`config.mk`:
```
export PLATFORM = sky130hd
export DESIGN_NAME = tty_line_discipline_translate
export DESIGN_NICKNAME = d
export VERILOG_FILES = /design/src/hw/rtl/tlt_pkg.sv /design/src/hw/rtl/tty_line_discipline_translate.sv /design/src/hw/rtl/tlt_front.sv /design/src/hw/rtl/tlt_queue.sv /design/src/hw/rtl/tlt_back.sv
export SDC_FILE = /design/constraint.sdc
export NUM_CORES = 1
export LEC_CHECK = 0
export ABC_AREA = 1
export BUFFER_PORTS_ARGS = -buffer_cell sky130_fd_sc_hd__buf_4
export CAP_MARGIN = 15
export CORE_AREA = 2 2 73 145
export CTS_BUF_LIST = sky130_fd_sc_hd__clkbuf_4 sky130_fd_sc_hd__clkbuf_8
export DETAILED_ROUTE_END_ITERATION = 10
export DIE_AREA = 0 0 75 147
export HOLD_SLACK_MARGIN = 0.1
export PLACE_DENSITY = 0.79
export SYNTH_ARGS = -nofsm -noshare
export SYNTH_HDL_FRONTEND = slang
export SYNTH_SLANG_ARGS = --single-unit
```
`constraint.sdc`:
```
create_clock -name i_clk -period 9.3 [get_ports i_clk]
set_input_delay 1.86 -clock i_clk [delete_from_list [all_inputs] [get_ports i_clk]]
set_output_delay 1.86 -clock i_clk [all_outputs]
set_load 0.01 [all_outputs]
```
`src/hw/rtl/tlt_pkg.sv`:
```
// Shared types, constants and translation functions for the tty line translator.
package tlt_pkg;

    // Configuration register indexes
    localparam logic [1:0] REG_OUTPUT_FLAGS = 2'd0;
    localparam logic [1:0] REG_INPUT_FLAGS  = 2'd1;
    localparam logic [1:0] REG_LOCAL_FLAGS  = 2'd2;

    localparam logic [3:0] OFLAGS_RESET = 4'd3;
    localparam logic [3:0] IFLAGS_RESET = 4'd8;
    localparam logic [3:0] LFLAGS_RESET = 4'd13;

    // Character codes
    localparam logic [7:0] CH_BS    = 8'h08;
    localparam logic [7:0] CH_TAB   = 8'h09;
    localparam logic [7:0] CH_LF    = 8'h0A;
    localparam logic [7:0] CH_CR    = 8'h0D;
    localparam logic [7:0] CH_SP    = 8'h20;
    localparam logic [7:0] CH_DEL   = 8'h7F;
    localparam logic [7:0] CH_CARET = 8'h5E;
    localparam logic [7:0] CH_QUEST = 8'h3F;
    localparam logic [7:0] CH_UC_A  = 8'h41;
    localparam logic [7:0] CH_UC_Z  = 8'h5A;
    localparam logic [7:0] CASE_OFS = 8'h20;
    localparam logic [7:0] CTRL_OFS = 8'h40;

    localparam int MAX_RESULTS = 4;
    localparam logic [2:0] MAX_CNT = 3'd4;
    localparam int QDEPTH = 2;

    typedef struct packed {
        logic       action;
        logic [7:0] char_in;
        logic       final_byte;
    } t_in_item;

    typedef struct packed {
        logic [7:0] out_byte;
        logic       to_application;
        logic       last_of_run;
        logic       end_of_write;
    } t_out_item;

    // One classified item: up to four tagged bytes plus the end-of-write mark
    typedef struct packed {
        logic [2:0]       cnt;
        logic [3:0][7:0]  bytes;
        logic [3:0]       app;
        logic             fin;
    } t_entry;

    // Output post-processing of one byte: up to three bytes
    typedef struct packed {
        logic [1:0]      cnt;
        logic [2:0][7:0] b;
    } t_seg;

    typedef struct packed {
        logic full;
        logic empty;
    } t_q_stat;

    function automatic t_entry add_byte(t_entry e, logic [7:0] b, logic app);
        t_entry r;
        r = e;
        if (r.cnt < MAX_CNT) begin
            r.bytes[r.cnt[1:0]] = b;
            r.app[r.cnt[1:0]]   = app;
            r.cnt               = r.cnt + 3'd1;
        end
        return r;
    endfunction

    function automatic t_entry add_seg(t_entry e, t_seg s);
        t_entry r;
        r = e;
        for (int k = 0; k < 3; k++) begin
            if (2'(k) < s.cnt) begin
                r = add_byte(r, s.b[k], 1'b0);
            end
        end
        return r;
    endfunction

    function automatic t_seg post_seg(logic [7:0] b, logic echo, logic [3:0] oflags,
                                      logic [3:0] lflags);
        t_seg s;
        s = '0;
        if (b == CH_LF) begin
            if (oflags[0] && oflags[1]) begin
                s.cnt  = 2'd2;
                s.b[0] = CH_CR;
                s.b[1] = CH_LF;
            end else begin
                s.cnt  = 2'd1;
                s.b[0] = CH_LF;
            end
        end else if (b == CH_CR) begin
            if (oflags[0] && oflags[2]) begin
                s.cnt = 2'd0;
            end else begin
                s.cnt  = 2'd1;
                s.b[0] = (oflags[0] && oflags[3]) ? CH_LF : CH_CR;
            end
        end else if (b == CH_BS) begin
            if (echo && lflags[3]) begin
                s.cnt  = 2'd3;
                s.b[0] = CH_BS;
                s.b[1] = CH_SP;
                s.b[2] = CH_BS;
            end else begin
                s.cnt  = 2'd1;
                s.b[0] = CH_BS;
            end
        end else begin
            s.cnt  = 2'd1;
            s.b[0] = b;
        end
        return s;
    endfunction

    function automatic t_entry add_echo(t_entry e, logic [7:0] c, logic [3:0] oflags,
                                        logic [3:0] iflags, logic [3:0] lflags);
        t_entry     r;
        logic [7:0] ec;
        r  = e;
        ec = (c == CH_CR && iflags[3]) ? CH_LF : c;
        if (lflags[0]) begin
            if (lflags[2] && (ec < CH_SP || ec == CH_DEL) && ec != CH_LF && ec != CH_TAB) begin
                r = add_seg(r, post_seg(CH_CARET, 1'b1, oflags, lflags));
                r = add_seg(r, post_seg((ec == CH_DEL) ? CH_QUEST : ec + CTRL_OFS, 1'b1,
                                        oflags, lflags));
            end else begin
                r = add_seg(r, post_seg(ec, 1'b1, oflags, lflags));
            end
        end
        return r;
    endfunction

    function automatic t_entry classify(t_in_item it, logic [3:0] oflags,
                                        logic [3:0] iflags, logic [3:0] lflags);
        t_entry     e;
        logic [7:0] c;
        e     = '0;
        e.fin = it.final_byte;
        c     = it.char_in;
        if (!it.action) begin
            e = add_seg(e, post_seg(c, 1'b0, oflags, lflags));
        end else begin
            if (iflags[0] && c >= CH_UC_A && c <= CH_UC_Z) begin
                c = c + CASE_OFS;
            end
            if (c == CH_LF) begin
                e = add_byte(e, iflags[1] ? CH_CR : CH_LF, 1'b1);
                if (lflags[0] || lflags[1]) begin
                    e = add_seg(e, post_seg(CH_LF, 1'b1, oflags, lflags));
                end
            end else begin
                if (c != CH_CR) begin
                    e = add_byte(e, c, 1'b1);
                end else if (!iflags[2]) begin
                    e = add_byte(e, iflags[3] ? CH_LF : CH_CR, 1'b1);
                end
                e = add_echo(e, c, oflags, iflags, lflags);
            end
        end
        return e;
    endfunction

endpackage

```
`src/hw/rtl/tty_line_discipline_translate.sv`:
```
// Top level of the tty line discipline byte translator.
// Each accepted item is written into the queue, and the back end registers every result beat
// before it drives the ports.
// The back end sends one beat per cycle while the queue holds an entry; an item yields one beat
// per result (up to four), and an item with no results is dropped without a beat.
// A two-entry queue decouples accept from emit; busy is high while it is full.
// Reset (synchronous, active low) restores the flag registers and empties the queue.
module tty_line_discipline_translate (
    input  logic               i_clk,
    input  logic               i_rst_n,
    input  logic               start,
    output logic               busy,
    input  tlt_pkg::t_in_item  i_item,
    input  logic               i_cfg_we,
    input  logic [1:0]         i_cfg_idx,
    input  logic [3:0]         i_cfg_wdata,
    output logic               o_strobe,
    output tlt_pkg::t_out_item o_result
);
    import tlt_pkg::*;

    logic    push, pop;
    t_entry  entry, head;
    t_q_stat q_stat;

    assign busy = q_stat.full;

    tlt_front u_front (
        .i_clk      (i_clk),
        .i_rst_n    (i_rst_n),
        .i_cfg_we   (i_cfg_we),
        .i_cfg_idx  (i_cfg_idx),
        .i_cfg_wdata(i_cfg_wdata),
        .i_accept   (start && !busy),
        .i_item     (i_item),
        .o_push     (push),
        .o_entry    (entry)
    );

    tlt_queue u_queue (
        .i_clk  (i_clk),
        .i_rst_n(i_rst_n),
        .i_push (push),
        .i_entry(entry),
        .i_pop  (pop),
        .o_head (head),
        .o_stat (q_stat)
    );

    tlt_back u_back (
        .i_clk   (i_clk),
        .i_rst_n (i_rst_n),
        .i_head  (head),
        .i_stat  (q_stat),
        .o_pop   (pop),
        .o_strobe(o_strobe),
        .o_result(o_result)
    );

endmodule

```
`src/hw/rtl/tlt_front.sv`:
```
// Front end: configuration registers and classification of accepted bytes.
module tlt_front (
    input  logic              i_clk,
    input  logic              i_rst_n,
    input  logic              i_cfg_we,
    input  logic [1:0]        i_cfg_idx,
    input  logic [3:0]        i_cfg_wdata,
    input  logic              i_accept,
    input  tlt_pkg::t_in_item i_item,
    output logic              o_push,
    output tlt_pkg::t_entry   o_entry
);
    import tlt_pkg::*;

    logic [3:0] r_oflags, n_oflags;
    logic [3:0] r_iflags, n_iflags;
    logic [3:0] r_lflags, n_lflags;

    always_comb begin
        n_oflags = r_oflags;
        n_iflags = r_iflags;
        n_lflags = r_lflags;
        if (i_cfg_we) begin
            unique case (i_cfg_idx)
                REG_OUTPUT_FLAGS: n_oflags = i_cfg_wdata;
                REG_INPUT_FLAGS:  n_iflags = i_cfg_wdata;
                REG_LOCAL_FLAGS:  n_lflags = i_cfg_wdata;
                default: ;
            endcase
        end
    end

    always_ff @(posedge i_clk) begin
        if (!i_rst_n) begin
            r_oflags <= OFLAGS_RESET;
            r_iflags <= IFLAGS_RESET;
            r_lflags <= LFLAGS_RESET;
        end else begin
            r_oflags <= n_oflags;
            r_iflags <= n_iflags;
            r_lflags <= n_lflags;
        end
    end

    assign o_push  = i_accept;
    assign o_entry = classify(i_item, r_oflags, r_iflags, r_lflags);

endmodule

```
`src/hw/rtl/tlt_queue.sv`:
```
// Short queue of classified entries between front and back end.
module tlt_queue (
    input  logic            i_clk,
    input  logic            i_rst_n,
    input  logic            i_push,
    input  tlt_pkg::t_entry i_entry,
    input  logic            i_pop,
    output tlt_pkg::t_entry o_head,
    output tlt_pkg::t_q_stat o_stat
);
    import tlt_pkg::*;

    localparam int PW = $clog2(QDEPTH);
    localparam int CW = $clog2(QDEPTH + 1);

    t_entry        r_mem [QDEPTH];
    logic [PW-1:0] r_wptr, n_wptr;
    logic [PW-1:0] r_rptr, n_rptr;
    logic [CW-1:0] r_cnt, n_cnt;
    logic          do_push, do_pop;

    assign o_stat.full  = (r_cnt == CW'(QDEPTH));
    assign o_stat.empty = (r_cnt == '0);
    assign do_push      = i_push && !o_stat.full;
    assign do_pop       = i_pop && !o_stat.empty;
    assign o_head       = r_mem[r_rptr];

    always_comb begin
        n_wptr = r_wptr;
        n_rptr = r_rptr;
        n_cnt  = r_cnt;
        if (do_push) begin
            n_wptr = (r_wptr == PW'(QDEPTH - 1)) ? '0 : r_wptr + PW'(1);
        end
        if (do_pop) begin
            n_rptr = (r_rptr == PW'(QDEPTH - 1)) ? '0 : r_rptr + PW'(1);
        end
        if (do_push && !do_pop) begin
            n_cnt = r_cnt + CW'(1);
        end else if (do_pop && !do_push) begin
            n_cnt = r_cnt - CW'(1);
        end
    end

    always_ff @(posedge i_clk) begin
        if (!i_rst_n) begin
            r_wptr <= '0;
            r_rptr <= '0;
            r_cnt  <= '0;
        end else begin
            r_wptr <= n_wptr;
            r_rptr <= n_rptr;
            r_cnt  <= n_cnt;
        end
    end

    always_ff @(posedge i_clk) begin
        if (do_push) begin
            r_mem[r_wptr] <= i_entry;
        end
    end

    a_cnt_bound: assert property (@(posedge i_clk) disable iff (!i_rst_n)
        r_cnt <= CW'(QDEPTH)) else $error("queue count beyond depth");
    a_no_overflow: assert property (@(posedge i_clk) disable iff (!i_rst_n)
        !(i_push && o_stat.full)) else $error("push into full queue");
    a_no_underflow: assert property (@(posedge i_clk) disable iff (!i_rst_n)
        !(i_pop && o_stat.empty)) else $error("pop from empty queue");

endmodule

```
`src/hw/rtl/tlt_back.sv`:
```
// Back end: emits the bytes of the head entry one per cycle.
module tlt_back (
    input  logic              i_clk,
    input  logic              i_rst_n,
    input  tlt_pkg::t_entry   i_head,
    input  tlt_pkg::t_q_stat  i_stat,
    output logic              o_pop,
    output logic              o_strobe,
    output tlt_pkg::t_out_item o_result
);
    import tlt_pkg::*;

    logic [1:0] r_slot, n_slot;
    logic       r_strobe, n_strobe;
    t_out_item  r_result, n_result;
    logic       is_last;

    assign is_last = ({1'b0, r_slot} + 3'd1 == i_head.cnt);

    always_comb begin
        n_slot   = r_slot;
        n_strobe = 1'b0;
        n_result = r_result;
        o_pop    = 1'b0;
        if (!i_stat.empty) begin
            if (i_head.cnt == '0) begin
                // nothing to send: drop the entry
                o_pop = 1'b1;
            end else begin
                n_strobe                = 1'b1;
                n_result.out_byte       = i_head.bytes[r_slot];
                n_result.to_application = i_head.app[r_slot];
                n_result.last_of_run    = is_last;
                n_result.end_of_write   = is_last && i_head.fin;
                if (is_last) begin
                    o_pop  = 1'b1;
                    n_slot = '0;
                end else begin
                    n_slot = r_slot + 2'd1;
                end
            end
        end
    end

    always_ff @(posedge i_clk) begin
        if (!i_rst_n) begin
            r_slot   <= '0;
            r_strobe <= 1'b0;
        end else begin
            r_slot   <= n_slot;
            r_strobe <= n_strobe;
        end
    end

    always_ff @(posedge i_clk) begin
        r_result <= n_result;
    end

    assign o_strobe = r_strobe;
    assign o_result = r_result;

    a_slot_zero_idle: assert property (@(posedge i_clk) disable iff (!i_rst_n)
        i_stat.empty |-> r_slot == '0) else $error("slot advanced with no entry");
    a_strobe_src: assert property (@(posedge i_clk) disable iff (!i_rst_n)
        o_strobe |-> $past(!i_stat.empty)) else $error("beat without queued entry");
    a_slot_in_range: assert property (@(posedge i_clk) disable iff (!i_rst_n)
        !i_stat.empty && i_head.cnt != '0 |-> {1'b0, r_slot} < i_head.cnt)
        else $error("slot past entry count");

endmodule
```
Yosys cells after proc, flatten, opt, wreduce, memory -nomap -nowiden
Memories as Yosys holds them, arrays and structs flattened. A register that Yosys moved wholly into a read port is not among the register bits.
Index checks and enable logic that the tools add are counted.
{"block": "word_totals", "output_inout_bits": 13, "wordCells": 428, "reg_bits": 30, "rom_bits": 0, "mem_count": 1, "in_bits": 20, "latch_bits": 0, "ram_bits": 80}
{"name": "u_queue.r_mem", "words": 2, "width": 40, "rd": 1, "rd_ports_with_merged_regs": 1, "write_ports": 1, "line": "tlt_queue.sv:16", "text": "t_entry r_mem [QDEPTH];"}
{"block": "classes", "div": 0, "n_mul": 0, "magnitude_cmp": 58, "n_shift": 0, "n_eq_ne": 19, "reduce_logical": 43, "bitwise_logic": 37, "add_sub_neg": 21, "muxes": 237}
{"op": "$mux 40", "n": 58}
{"op": "$mux 39", "n": 14}
{"op": "$mux 8", "n": 44}
{"op": "$bwmux 32", "n": 10}
{"op": "$mux 16", "n": 15}
{"op": "$demux 8 s2", "n": 13}
{"op": "$and 32x32->32", "n": 4}
{"op": "$not 32->32", "n": 4}
{"op": "$eq 8x4->1 const B", "n": 11}
{"op": "$mux 38", "n": 2}
{"op": "$mux 2", "n": 29}
{"op": "$not 4->4", "n": 13}
{"op": "$and 4x4->4", "n": 12}
{"op": "$lt 2x3->1 const B", "n": 14}
{"op": "$add 3x1->3 const B", "n": 13}
{"op": "$lt 3x3->1 const B", "n": 13}
{"op": "$mux 12", "n": 3}
{"op": "$logic_and 1x1->1", "n": 28}
{"op": "$mux 1", "n": 27}
{"op": "$demux 1 s2", "n": 13}
{"op": "$ge 2x1->1 const B", "n": 13}
{"op": "$ne 8x4->1 const B", "n": 3}
{"op": "$lt 1x2->1 const A", "n": 10}
{"op": "$mux 3", "n": 6}
{"op": "26 further kinds", "n": 43}

Longest topological paths before layout
{"block": "depth", "depth_word": 84, "ltp_mapped": 25, "ltp_nobuf": 24}

Modules after synthesis
A second synthesis with hierarchy kept.
{"block": "hier_totals", "cells_unflattened": 703, "hier_area_um2": 6408.6}
{"mod": "tlt_queue", "area_per_inst_um2": 3143.0, "instances": 1, "cells_each": 162}
{"mod": "tlt_front", "area_per_inst_um2": 2479.9, "instances": 1, "cells_each": 444}
{"mod": "tlt_back", "area_per_inst_um2": 775.7, "instances": 1, "cells_each": 95}
{"mod": "tty_line_discipline_translate", "area_per_inst_um2": 10.0, "instances": 1, "cells_each": 2}

Worst setup path before layout
Ideal clock, no wire load.
{"block": "synth_timing", "kind": "input-to-reg", "start": "in i_item[4] in the netlist's numbering", "end": "mem u_queue.r_mem[0][15] in the netlist's numbering, data pin", "setup_slack_ns": 4.377, "cell_stages": 23, "t_arrival_ns": 4.766, "cell_sequence": "buf_4 -> nor2_1 -> nand3_1 -> nand3_2 -> inv_1 -> a21oi_1 -> ha_1 -> nand4_2 -> nor2_1 -> nand2_2 -> ha_1 -> inv_1 -> nand3_1 -> nand2_2 -> inv_1 -> ha_1 -> nand3_1 -> nand2_1 -> nor2_1 -> nand2_1 -> nand2_1 -> nand2_1 -> a21oi_1"}
{"element": "start: declaration", "line": "tty_line_discipline_translate.sv:13", "text": "input tlt_pkg::t_in_item i_item,"}
{"element": "end: declaration", "line": "tlt_queue.sv:16"}

==> flow_summary.json <==
{
  "status": "finished clean",
  "min_to": "u_front.r_oflags[1]$_SDFFE_PN1P_",
  "p_sw_w": 0.000387,
  "drc": 0,
  "hpwl_mm": 10.7,
  "clkSlewWorstSetupHoldPaths_ns": 0.09,
  "die_w_um": 75,
  "synth_edf_count": 75,
  "ir_worst_vdd_mv": 0.201,
  "r2r-start": "u_front.r_iflags[0]$_SDFFE_PN0P_",
  "fin_skew_ns": 0.0118,
  "slowest_delay_ns": 0.58,
  "pwr-share-comb": 0.262,
  "mappedNetlistArea_mm2": 0.00535,
  "rsz0062_at_grt": "false",
  "tightest_slew_ns": 0.848,
  "switching_share": 0.318,
  "nets": 707,
  "drt_iter0_drc": 461,
  "cts_setup_buffers": 0,
  "seq_area_mm2": 0.00265,
  "synth_flop_cell": "edfxtp_1",
  "num_vias": 4585,
  "reg2reg_depth": 17,
  "cts_buffers": 9,
  "grt_pass1_wl_mm": 22.3,
  "netlist.area_leader.share": 0.421,
  "drv_cap": 0,
  "design.core.area_mm2": 0.00995,
  "dieArea_mm2": 0.0110,
  "port_buffers": 32,
  "min_period_ns": 5.27,
  "p_per_area_mw_per_mm2": 206,
  "start_util": 0.537,
  "min_from": "u_front.r_oflags[1]$_SDFFE_PN1P_",
  "drive_above_1_share": 0.123,
  "yosysTopAreaCell": "edfxtp_1",
  "path_class": "in2reg",
  "worstHoldPathType": "reg2reg",
  "synth-seq-cells": 95,
  "cp_common_cell": "nand2_1",
  "hold_ws_ns": 0.467,
  "yosys_warnings": 0,
  "cts_tree": "built",
  "cp_slowest_cell": "nor2_1",
  "io_pins": 33,
  "firstDrtPassIters": 7,
  "root_buffer": "clkbuf_8",
  "cellLeakagePower_nw": 2.66,
  "grt_max_degree": 34,
  "syn_inst": 644,
  "reg2reg_to": "u_queue.r_mem[0][37]$_DFFE_PP_",
  "synth_seq_area_share": 0.496,
  "globalplace.congestion": 0.971,
  "arrival_ns": 5.49,
  "hold_depth": 2,
  "hold_viol": 0,
  "cp_max_fo": 11,
  "h-tree-depth": 3,
  "cp.required_ns": 9.53,
  "cts.sinks": 95,
  "p_int_w": 0.000832,
  "antenna_found_initial": 0,
  "multi_input_area_mm2": 0.00232,
  "period_share": 0.566,
  "cts_hold_buf": 0,
  "avgSynthCellArea_um2": 8.31,
  "syn_nets": 680,
  "grt.overflow.total": 0,
  "synth_cell_types": 42,
  "grt_pass1_vias": 4422,
  "totalWireLength_mm": 14.2,
  "rows": 52,
  "slew_headroom": 0.434,
  "final-setup-viol-count": 0,
  "die_y_um": 147,
  "seqPwrFrac": 0.486,
  "syn2layout_area_growth_pct": 10.8,
  "vias_per_cell": 5.65,
  "clockBufferDepth": 2,
  "tns_ns": 0,
  "r2r_setup_slack_ns": 5.43,
  "ant_nets": 0,
  "track_usage": 0.271,
  "synthArstFlopShare": 0,
  "finalMaxSlewViolations": 0,
  "start_kind": "input port",
  "nFillCells": 915,
  "wl_per_cell_um": 17.6,
  "cp-end-kind": "register",
  "yosys-top-cells-area": "edfxtp_1 42%, nand2_1 9.9%, dfxtp_1 7.5%, nor2_1 6.2%, o21ai_0 5.3%",
  "path_cells": "buf_4, inv_2, nand2_1, nor2_1, nand3_2, o21ai_2, inv_1, ha_1, nand4_1, nor2_1, nand3_2, nand2_1, fa_1, or2_2, nand2_1, nand2_1, nand2_1, nand2_1, nand2_1",
  "clkLatencyLatePin_ns": 0.36,
  "clock.fmax_mhz": 190,
  "cts_resized": 0,
  "clock_power_share": 0.252,
  "n_antenna_cell": 0
}
==> flip-flops by register name, indices dropped and copies added (netlist names), named ones only <==
name and cells:
u_front.r_lflags 4, u_back.o_result 11, u_back.o_strobe 1, u_queue.r_wptr 1
u_back.r_slot 2, u_front.r_oflags 4, u_front.r_iflags 4, u_queue.r_cnt 2
u_queue.r_rptr 1, u_queue.r_mem 64
==> per-layer routing <==
| metal | share of wire | up-vias | GRT usage |
|---|---|---|---|
| met1 | 0.37 | 2122 | 0.327 |
| met4 | 0.059 | 0 | 0.151 |
| met2 | 0.51 | 189 | 0.444 |
| li1 | - | 2222 | - |
| met3 | 0.053 | 52 | 0.0466 |
| met5 | 0 | - | 0 |
==> power groups by stage <==
stage | clock, W | combinational (W) | sequential [W]
floorplan | 0 | 0.000190 | 0.000607
global placement | 0 | 0.000315 | 0.000600
detailed placement | 0 | 0.000324 | 0.000602
CTS | 0.000310 | 0.000324 | 0.000593
global route | 0.000324 | 0.000355 | 0.000601
finish | 0.000307 | 0.000320 | 0.000593
==> through the flow <==
step	worst slack, ns	cell area (um^2)	total power [W]	util	instances
6_report	4.03	5930	0.00122	0.595	811
5_1_grt	3.80	5930	0.00128	0.595	811
4_1_cts	4.10	5930	0.00123	0.595	811
3_5_place_dp	3.69	5700	0.000926	0.572	795
3_3_place_gp	3.78	5700	0.000914	0.572	795
2_1_floorplan	4.38	5350	0.000797	-	644
==> cells in the final DEF (no fill, tap or decap), types with 4 or more instances in the layout <==
| cell | instances |
|---|---|
| nor2_2 | 5 |
| nand4_1 | 8 |
| dfxtp_1 | 20 |
| a21oi_1 | 27 |
| o21ai_0 | 57 |
| clkbuf_8 | 9 |
| o22ai_1 | 9 |
| ha_1 | 15 |
| nor2_1 | 86 |
| inv_1 | 73 |
| o211ai_1 | 9 |
| nand2_2 | 7 |
| inv_2 | 4 |
| nor3_1 | 8 |
| edfxtp_1 | 75 |
| nand3_1 | 39 |
| buf_4 | 35 |
| nand3_2 | 4 |
| nand2_1 | 141 |
==> area by class of cell <==
| cell class | count | area share |
|---|---|---|
| Clock buffer | 10 | 0.0222 |
| Clock inverter | 6 | 0.0165 |
| Inverter | 78 | 0.0494 |
| Multi-Input combinational cell | 452 | 0.392 |
| Sequential cell | 95 | 0.448 |
| Tap cell | 135 | 0.0285 |
| Timing Repair Buffer | 35 | 0.0443 |
==> how the worst max path moves through the flow <==
| stage | start | cells past startpoint | slack [ns] | endpoint |
|---|---|---|---|---|
| floorplan | i_item[4] | 23 | 4.38 | u_queue.r_mem[0][15]$_DFFE_PP_ |
| global placement | i_item[4] | 20 | 3.78 | u_queue.r_mem[0][12]$_DFFE_PP_ |
| detailed placement | i_item[6] | 19 | 3.69 | u_queue.r_mem[1][37]$_DFFE_PP_ |
| CTS | i_item[6] | 19 | 4.10 | u_queue.r_mem[1][37]$_DFFE_PP_ |
| global route | i_item[4] | 24 | 3.80 | u_queue.r_mem[0][15]$_DFFE_PP_ |
| finish | i_item[6] | 19 | 4.03 | u_queue.r_mem[0][37]$_DFFE_PP_ |
==> cell usage after synthesis (2+ instances only) <==
cell type / instances
nand3_2: 4
buf_2: 2
nand2_2: 7
or2_2: 3
ha_1: 15
o21ai_1: 2
o21ai_0: 57
a21oi_1: 27
o22ai_1: 9
edfxtp_1: 75
o21ai_2: 2
nor3_4: 2
a22oi_1: 2
o211ai_1: 9
nand4_1: 8
o2111ai_1: 3
inv_1: 73
a31oi_1: 3
inv_2: 4
nand2_1: 141
buf_4: 2
xor2_1: 3
dfxtp_1: 20
mux2i_1: 3
nor2_2: 3
nor3_1: 8
nor3_2: 2
nand3b_1: 3
nand3_1: 39
clkbuf_1: 14
nor2_1: 88
==> critical path: cells and delay by family <==
family          cells  cell delay [ns]
buf+inv             3             0.35
compound gates      1             0.22
fa+ha+maj           2             0.73
simple gates       13             2.31
==> cell families (layout without fill, tap and decap cells) <==
kind of cell / after synthesis / after routing / synth area share
AOI/OAI and AO/OA: 118 / 118 / 0.124
and+or+nand+nor: 311 / 311 / 0.258
buffers and inverters: 97 / 129 / 0.0713
adders and majority gates: 16 / 16 / 0.0388
DFF: 95 / 95 / 0.496
xor gates and xnor gates: 4 / 4 / 0.00655
muxes: 3 / 3 / 0.00561
Note: power is estimated with default switching activity, not from simulation.
